### src/rtl/assert_macros.svh
// Assertion helpers
`ifndef ASSERT_MACROS_SVH
`define ASSERT_MACROS_SVH
`ifndef SYNTHESIS
`define ASSERT_IMPL(label, clk, rst_n, prop) \
	label: assert property (@(posedge clk) disable iff (!rst_n) prop) \
	else $error("assertion failed");
`define ASSERT_ALWAYS(label, clk, prop) \
	label: assert property (@(posedge clk) prop) else $error("assertion failed");
`else
`define ASSERT_IMPL(label, clk, rst_n, prop)
`define ASSERT_ALWAYS(label, clk, prop)
`endif
`endif

### src/rtl/vbm_pkg.sv
package vbm_pkg;
	localparam int BANK_TOTAL = 9;
	localparam int STORE_BYTES = 671744;
	localparam int ADDR_W = 20;
	localparam logic [31:0] TRANSFER_WINDOW_BASE = 32'd109051904;
	localparam logic [7:0] ENABLE_BIT = 8'h80;

	typedef enum logic [2:0] {
		OP_WR_CTRL = 3'd0,
		OP_RD_CTRL = 3'd1,
		OP_XFER_RD = 3'd2,
		OP_XFER_WR = 3'd3,
		OP_WIN_RD  = 3'd4
	} op_t;

	localparam logic [3:0] TGT_TRANSFER = 4'd0;
	localparam logic [3:0] TGT_BG_MAIN = 4'd1;
	localparam logic [3:0] TGT_OBJ_MAIN = 4'd2;
	localparam logic [3:0] TGT_TEXTURE = 4'd3;
	localparam logic [3:0] TGT_CPU2 = 4'd4;
	localparam logic [3:0] TGT_BG_SUB = 4'd5;
	localparam logic [3:0] TGT_OBJ_SUB = 4'd6;
	localparam logic [3:0] TGT_TEX_PAL = 4'd7;
	localparam logic [3:0] TGT_BGPAL_MAIN = 4'd8;
	localparam logic [3:0] TGT_OBJPAL_MAIN = 4'd9;
	localparam logic [3:0] TGT_BGPAL_SUB = 4'd10;
	localparam logic [3:0] TGT_OBJPAL_SUB = 4'd11;
	localparam logic [3:0] TGT_RESERVED = 4'd12;

	typedef struct packed {
		logic [2:0]  operation;
		logic [3:0]  bank_number;
		logic [7:0]  control_byte;
		logic [31:0] transfer_address;
		logic [3:0]  window_target;
		logic [31:0] window_offset;
		logic [7:0]  write_byte;
	} in_beat_t;

	typedef struct packed {
		logic [7:0]  read_byte;
		logic        hit;
		logic [31:0] overlap_total;
		logic [31:0] unbacked_total;
	} out_beat_t;

	// controller -> datapath
	typedef struct packed {
		logic load;     // capture input, decode
		logic mem_go;   // drive memory / control access
		logic finish;   // form result
		logic clr_en;
	} dp_cmd_t;

	typedef struct packed {
		logic clr_done;
	} dp_sts_t;

	function automatic logic [31:0] bank_size(input logic [3:0] k);
		case (k)
			4'd0, 4'd1, 4'd2, 4'd3: bank_size = 32'h20000;
			4'd4: bank_size = 32'h10000;
			4'd7: bank_size = 32'h8000;
			default: bank_size = 32'h4000;
		endcase
	endfunction

	function automatic logic [31:0] bank_start(input logic [3:0] k);
		case (k)
			4'd0: bank_start = 32'h00000;
			4'd1: bank_start = 32'h20000;
			4'd2: bank_start = 32'h40000;
			4'd3: bank_start = 32'h60000;
			4'd4: bank_start = 32'h80000;
			4'd5: bank_start = 32'h90000;
			4'd6: bank_start = 32'h94000;
			4'd7: bank_start = 32'h98000;
			default: bank_start = 32'hA0000;
		endcase
	endfunction

	function automatic logic [31:0] small_offset(input logic [1:0] sel);
		small_offset = (sel[0] ? 32'h4000 : 32'h0) + (sel[1] ? 32'h10000 : 32'h0);
	endfunction

	// returns {target, base}
	function automatic logic [35:0] decode(input logic [3:0] k, input logic [7:0] v);
		logic [2:0]  mode;
		logic [1:0]  sel;
		logic [3:0]  t;
		logic [31:0] b;
		mode = v[2:0];
		sel = v[4:3];
		t = TGT_RESERVED;
		b = '0;
		case (k)
			4'd0, 4'd1: begin
				case (mode[1:0])
					2'd0: t = TGT_TRANSFER;
					2'd1: begin t = TGT_BG_MAIN; b = {13'd0, sel, 17'd0}; end
					2'd2: begin t = TGT_OBJ_MAIN; b = {14'd0, sel[0], 17'd0}; end
					default: begin t = TGT_TEXTURE; b = {13'd0, sel, 17'd0}; end
				endcase
			end
			4'd2, 4'd3: begin
				case (mode)
					3'd0: t = TGT_TRANSFER;
					3'd1: begin t = TGT_BG_MAIN; b = {13'd0, sel, 17'd0}; end
					3'd2: begin t = TGT_CPU2; b = {14'd0, sel[0], 17'd0}; end
					3'd3: begin t = TGT_TEXTURE; b = {13'd0, sel, 17'd0}; end
					3'd4: t = (k == 4'd2) ? TGT_BG_SUB : TGT_OBJ_SUB;
					default: t = TGT_RESERVED;
				endcase
			end
			4'd4: begin
				case (mode)
					3'd0: t = TGT_TRANSFER;
					3'd1: t = TGT_BG_MAIN;
					3'd2: t = TGT_OBJ_MAIN;
					3'd3: t = TGT_TEX_PAL;
					3'd4: t = TGT_BGPAL_MAIN;
					default: t = TGT_RESERVED;
				endcase
			end
			4'd5, 4'd6: begin
				case (mode)
					3'd0: t = TGT_TRANSFER;
					3'd1: begin t = TGT_BG_MAIN; b = small_offset(sel); end
					3'd2: begin t = TGT_OBJ_MAIN; b = small_offset(sel); end
					3'd3: begin t = TGT_TEX_PAL; b = small_offset(sel); end
					3'd4: t = TGT_BGPAL_MAIN;
					3'd5: t = TGT_OBJPAL_MAIN;
					default: t = TGT_RESERVED;
				endcase
			end
			4'd7: begin
				case (mode[1:0])
					2'd0: t = TGT_TRANSFER;
					2'd1: t = TGT_BG_SUB;
					2'd2: t = TGT_BGPAL_SUB;
					default: t = TGT_RESERVED;
				endcase
			end
			default: begin
				case (mode[1:0])
					2'd0: t = TGT_TRANSFER;
					2'd1: begin t = TGT_BG_SUB; b = 32'h8000; end
					2'd2: t = TGT_OBJ_SUB;
					default: t = TGT_OBJPAL_SUB;
				endcase
			end
		endcase
		decode = {t, b};
	endfunction
endpackage

### src/rtl/vbm_ctrl.sv
`include "assert_macros.svh"
module vbm_ctrl
	import vbm_pkg::*;
(
	input  logic    clk,
	input  logic    arst_n,
	input  logic    in_valid,
	output logic    in_stall,
	output logic    out_valid,
	input  logic    out_stall,
	input  dp_sts_t sts,
	output dp_cmd_t cmd
);
	typedef enum logic [2:0] {
		ST_CLEAR,
		ST_IDLE,
		ST_ACCESS,
		ST_RESULT,
		ST_DONE
	} state_t;

	state_t state_q;
	logic   out_valid_q;

	assign in_stall = state_q != ST_IDLE;
	assign out_valid = out_valid_q;

	always_comb begin
		cmd = '0;
		cmd.clr_en = state_q == ST_CLEAR && !sts.clr_done;
		cmd.load = state_q == ST_IDLE && in_valid;
		cmd.mem_go = state_q == ST_ACCESS;
		cmd.finish = state_q == ST_RESULT;
	end

	always_ff @(posedge clk or negedge arst_n) begin
		if (!arst_n) begin
			state_q <= ST_CLEAR;
			out_valid_q <= 1'b0;
		end else begin
			unique case (state_q)
				ST_CLEAR: if (sts.clr_done) state_q <= ST_IDLE;
				ST_IDLE: if (in_valid) state_q <= ST_ACCESS;
				ST_ACCESS: state_q <= ST_RESULT;
				ST_RESULT: begin
					state_q <= ST_DONE;
					out_valid_q <= 1'b1;
				end
				ST_DONE: begin
					if (!out_stall) begin
						out_valid_q <= 1'b0;
						state_q <= ST_IDLE;
					end
				end
				default: state_q <= ST_IDLE;
			endcase
		end
	end

	`ASSERT_IMPL(a_ov_done, clk, arst_n, out_valid_q |-> state_q == ST_DONE)
	`ASSERT_IMPL(a_load_idle, clk, arst_n, cmd.load |=> state_q == ST_ACCESS)
	`ASSERT_IMPL(a_finish, clk, arst_n, cmd.finish |=> out_valid_q)
endmodule

### config.mk
export PLATFORM = sky130hd
export DESIGN_NAME = vbm_ctrl
export DESIGN_NICKNAME = d
export VERILOG_FILES = /design/src/rtl/vbm_pkg.sv /design/src/rtl/vbm_ctrl.sv
export VERILOG_INCLUDE_DIRS = /design/src /design/src/rtl
export SDC_FILE = /design/constraint.sdc
export NUM_CORES = 1
export LEC_CHECK = 0
export ABC_CLOCK_PERIOD_IN_PS = 3200
export BUFFER_PORTS_ARGS = -buffer_cell sky130_fd_sc_hd__buf_4
export CAP_MARGIN = 20
export CELL_PAD_IN_SITES_DETAIL_PLACEMENT = 1
export CELL_PAD_IN_SITES_GLOBAL_PLACEMENT = 1
export CORE_AREA = 4 4 41 43
export CTS_BUF_LIST = sky130_fd_sc_hd__clkbuf_16
export CTS_CLUSTER_DIAMETER = 100
export DETAILED_ROUTE_END_ITERATION = 8
export DIE_AREA = 0 0 45 47
export PLACE_DENSITY = 0.53
export SLEW_MARGIN = 30
export SYNTH_ARGS = -nofsm -noshare
export SYNTH_HDL_FRONTEND = slang
export SYNTH_SLANG_ARGS = --single-unit
### constraint.sdc
create_clock -name clk -period 3.2 [get_ports clk]
set_input_delay 0.32 -clock clk [delete_from_list [all_inputs] [get_ports clk]]
set_output_delay 0.32 -clock clk [all_outputs]
set_load 0.03 [all_outputs]
# After elaboration in Yosys (flattened, before gate mapping)
# Index checks and enable logic that the tools add are counted.
# totals
register_bits	4
output_inout_bits	6
elab_cells	23
# op_classes
eq_ne	8
mux	6
reduce_logical	7
# op_table
cell	count
3-bit one-hot mux with 5 select lines	1
3-bit two-way mux	3
3-bit by 2-bit equality test with 1-bit output (second input constant)	2
2-bit != test (second input constant)	3
3-bit by 1-bit equality test with 1-bit output (second input constant)	1
3-bit equality test (second input constant)	1
3-bit logical NOT	1
3-bit by 1-bit != test with 1-bit output (second input constant)	1
3-bit AND reduction	1
1-bit logical AND	2
1-bit one-hot mux with 2 select lines	1
2-bit AND reduction	1
2-bit nonzero test	1
1-bit logical NOT	1
1-bit two-way mux	1

# Longest topological paths before layout
# logic_depth
ltp_word	3
ltp_mapped	3

# Worst setup path before layout
# Ideal clock, no wire load.
# synth_path
path_type	register -> output
from	register state_q[2]
to	output port cmd[3] in the netlist's numbering
arrival_time_ns	1.514
required_ns	2.880
path_slack_ns	1.366
path_stages_with_launch	4
path_cell_list	dfrtp_1 buf_6 or3b_2 nor2_1
# synth_lines
item	line_no	rtl
start: declaration	vbm_ctrl.sv:22	state_t state_q;
start signal: assignment	vbm_ctrl.sv:38	state_q <= ST_CLEAR;
start signal: assignment	vbm_ctrl.sv:42	ST_CLEAR: if (sts.clr_done) state_q <= ST_IDLE;
start signal: assignment	vbm_ctrl.sv:43	ST_IDLE: if (in_valid) state_q <= ST_ACCESS;
end: declaration	vbm_ctrl.sv:12	output dp_cmd_t cmd

==> flow_summary.rst <==
.. list-table::
   :header-rows: 1

   * - Metric
     - Value
   * - Final Cycle Share
     - 0.5577
   * - Result of the run
     - finished, final reports clean
   * - Residual antenna-violating net count after detailed routing
     - 0
   * - Element type at the critical path start
     - flop
   * - Root Driver
     - clkbuf_16
   * - Commonest cells in the netlist
     - dfrtp_1 (4), a21oi_1 (3), inv_1 (3), nor2_1 (3), buf_6 (2)
   * - Final weighted congestion of routability-driven global placement
     - between 0.7 and 0.8
   * - Via count of the first global-routing pass
     - around 240
   * - Synthesis Warnings
     - 0
   * - Predominant post-synthesis flop cell
     - dfrtp_1
   * - Starting Density
     - 0.1875
   * - Worst IR Drop VDD
     - roughly 0.48 mV
   * - TritonCTS clock tree
     - yes
   * - Average via count per standard cell
     - roughly 4.4
   * - Max-cap violations
     - 0
   * - Reg2reg end
     - state_q[0]
   * - Number of enable-type register cells in the synthesized netlist
     - 0
   * - Sequential standard cell area
     - ~100 um^2
   * - Worst Setup End Kind
     - output pin
   * - Nets@finish
     - 44
   * - Fraction of final layout cells with drive strength greater than 1
     - 0.4054
   * - Setup Buffers After CTS
     - 0
   * - Largest driver fanout on the critical path
     - 10
   * - Clock latency at the later pin of the worst-skew pair
     - approximately 220 ps
   * - Maximum number of pins on one net before global-route repair
     - 11
   * - Synth cell types
     - 16
   * - Combinational group share of total power
     - 0.385
   * - Register-to-Register Path Depth
     - 2
   * - Vertical extent of the die
     - approximately 47 um
   * - Setup repair after global routing missed its margin
     - false
   * - Hold Crit Class
     - input port to flop
   * - Worst reg-to-reg setup slack
     - between 1500 and 2000 ps
   * - Count of fill cells added during filler insertion
     - between 150 and 200
   * - Worst clock skew on the final layout
     - 1.598 ps
   * - GRT Util Overall
     - 0.07063
   * - Fraction of power spent switching nets
     - 0.3630
   * - Avg WL per Cell
     - roughly 11 um
   * - Placement Rows
     - 13
   * - Seq cells post-synth
     - 4
   * - Sequential cell fraction of total power
     - 0.232
   * - Worst endpoint required time
     - 2880 ps
   * - Post-synthesis cell count
     - 26
   * - Count of input and output buffers
     - 10
   * - Proportion of synthesized flip-flops having asynchronous set or reset
     - 1.000
   * - Launching point of the worst reg2reg path
     - state_q[2]
   * - Share of the synthesized area in the top cell type
     - 0.4103
   * - Total power density per cell area
     - ~1300 nW/um^2
   * - Worst setup path startpoint
     - state_q[0]
   * - Top achievable clock speed
     - approximately 560 MHz
   * - CP arrival
     - about 1500 ps
   * - Core Box Area
     - 1301 um^2
   * - Clk pin slew, worst setup/hold paths
     - about 30 ps
   * - Drt pass-1 iters
     - 1
   * - Cell-internal power
     - between 0.3 and 0.4 mW
   * - Number of nets in the synthesized netlist
     - 31
   * - Antenna Diode Count
     - 0
   * - Switching power
     - ~0.18 mW
   * - Final setup violation count
     - 0
   * - Number of sinks handled by clock tree synthesis
     - 4
   * - Area Overhead vs Synth
     - 62.05%
   * - GR Overflow Total
     - 0
   * - Sequential element share of the synthesized area
     - 0.4103
   * - Post-synthesis average cell area
     - roughly 9.4 um^2
   * - Static Leakage
     - around 0.19 nW
   * - # DRC
     - 0
   * - Top cell type by total area after synthesis
     - dfrtp_1
   * - Utilization of the core after routing
     - 0.3038
   * - Final sum of negative setup slack
     - 0 ps
   * - Ports
     - 11
   * - Slew headroom
     - 0.8210
   * - Tightest Pin Transition
     - 268.6 ps
   * - Max-slew violations
     - 0
   * - Portion of total power attributed to the clock network
     - 0.383
   * - Netlist area before placement
     - between 200 and 250 um^2
   * - Dominant cells by area after synthesis
     - dfrtp_1 (41%), buf_6 (9.2%), a21oi_1 (6.2%)
   * - Most frequent cell after synthesis
     - dfrtp_1
   * - # H-tree levels
     - 1
   * - Number of buffers created by CTS
     - 3
   * - Area occupied by multi-input gates
     - roughly 110 um^2
   * - Critical path class
     - flop to output pin
   * - First-pass GRT wire length
     - about 960 um
   * - Total die area
     - about 2100 um^2
   * - Final hold violations
     - 0
   * - Final Routed Wirelength
     - 581 um
   * - Bufs on Longest Clock Path
     - 2
   * - Capture point of the critical path
     - cmd[3]
   * - Drt initial violations
     - 0
   * - Horizontal die dimension
     - approximately 45 um
   * - Post-route minimum period
     - around 1800 ps
   * - Initial antenna violation count
     - 0
   * - Via total after detailed routing
     - about 230
## through the flow
step           cells  power, mW  setup slack, ps  cell area (um^2)  hold WS (ps)
3_3_place_gp      48     0.3124             1646             310.3         115.8
5_1_grt           52     0.5375             1287             395.4         450.3
2_1_floorplan     26     0.2699             1366             244.0         24.41
4_1_cts           52     0.5122             1389             395.4         393.3
6_report          52     0.5033             1415             395.4         392.0
3_5_place_dp      48     0.3135             1639             310.3         117.7
## per-layer routing
layer / global-route usage / vias up / share of wire
li1: - / 113 / -
met2: 0.08192 / 14 / 0.36
met3: 0.01533 / 4 / 0.10
met5: 0 / - / 0
met1: 0.08065 / 96 / 0.46
met4: 0.1228 / 0 / 0.076
## worst min-delay path by stage
stage / start / end / slack [ps] / cells past startpoint
after floorplan: arst_n / out_valid / 20 / 0
after global placement: arst_n / out_valid / 120 / 1
after detailed placement: arst_n / state_q[2] / 120 / 1
after CTS: in_valid / state_q[1] / 390 / 3
after global routing: arst_n / state_q[0] / 450 / 2
final: in_valid / state_q[1] / 390 / 3
## cell type report
type,instances,share of cell area
clock buffers,3,0.1899
inverters,3,0.02848
multi-input cells,16,0.2658
flip-flops and latches,4,0.2532
well taps,15,0.04747
repair buffers,11,0.2152
## registers in the layout (all words and copies together), names as in the netlist
signal / count
state_q: 3
out_valid: 1
## repair_timing
action	CTS	global route
endpoints found under the hold margin	4	0
hold buffers	1	0
resized for setup	0	0
## placed cells by master, fill, tap and decap left out, drive strengths merged
master	instances
a21oi	3
buf	10
clkbuf	3
dfrtp	4
dlygate4sd3	1
inv	3
nand2	1
nand2b	1
nand3b	1
nand4bb	1
nor2	3
nor3b	1
o21ai	1
o311a	1
o31ai	1
or3b	1
or4	1
## power groups by stage
stage               combinational (mW)  clock [mW]  sequential, mW
finish                           0.194       0.193           0.117
global route                     0.211       0.200           0.127
CTS                              0.198       0.196           0.118
detailed placement               0.196           0           0.118
global placement                 0.195           0           0.118
floorplan                        0.177           0          0.0930
## logic make-up (layout without fill, tap and decap cells)
logic type	count (synthesis)	count (layout)	synth area share
buffers and inverters	6	17	0.1589
and+or+nand+nor	10	10	0.2769
DFF	4	4	0.4103
AOI/OAI and AO/OA	6	6	0.1538
## worst max-delay path, stage by stage, from the launching register on
cell	delay, ps
dfrtp_1	480
or3b_2	490
nor2_1	100
buf_4	160
Note: power is estimated with default switching activity, not from simulation.
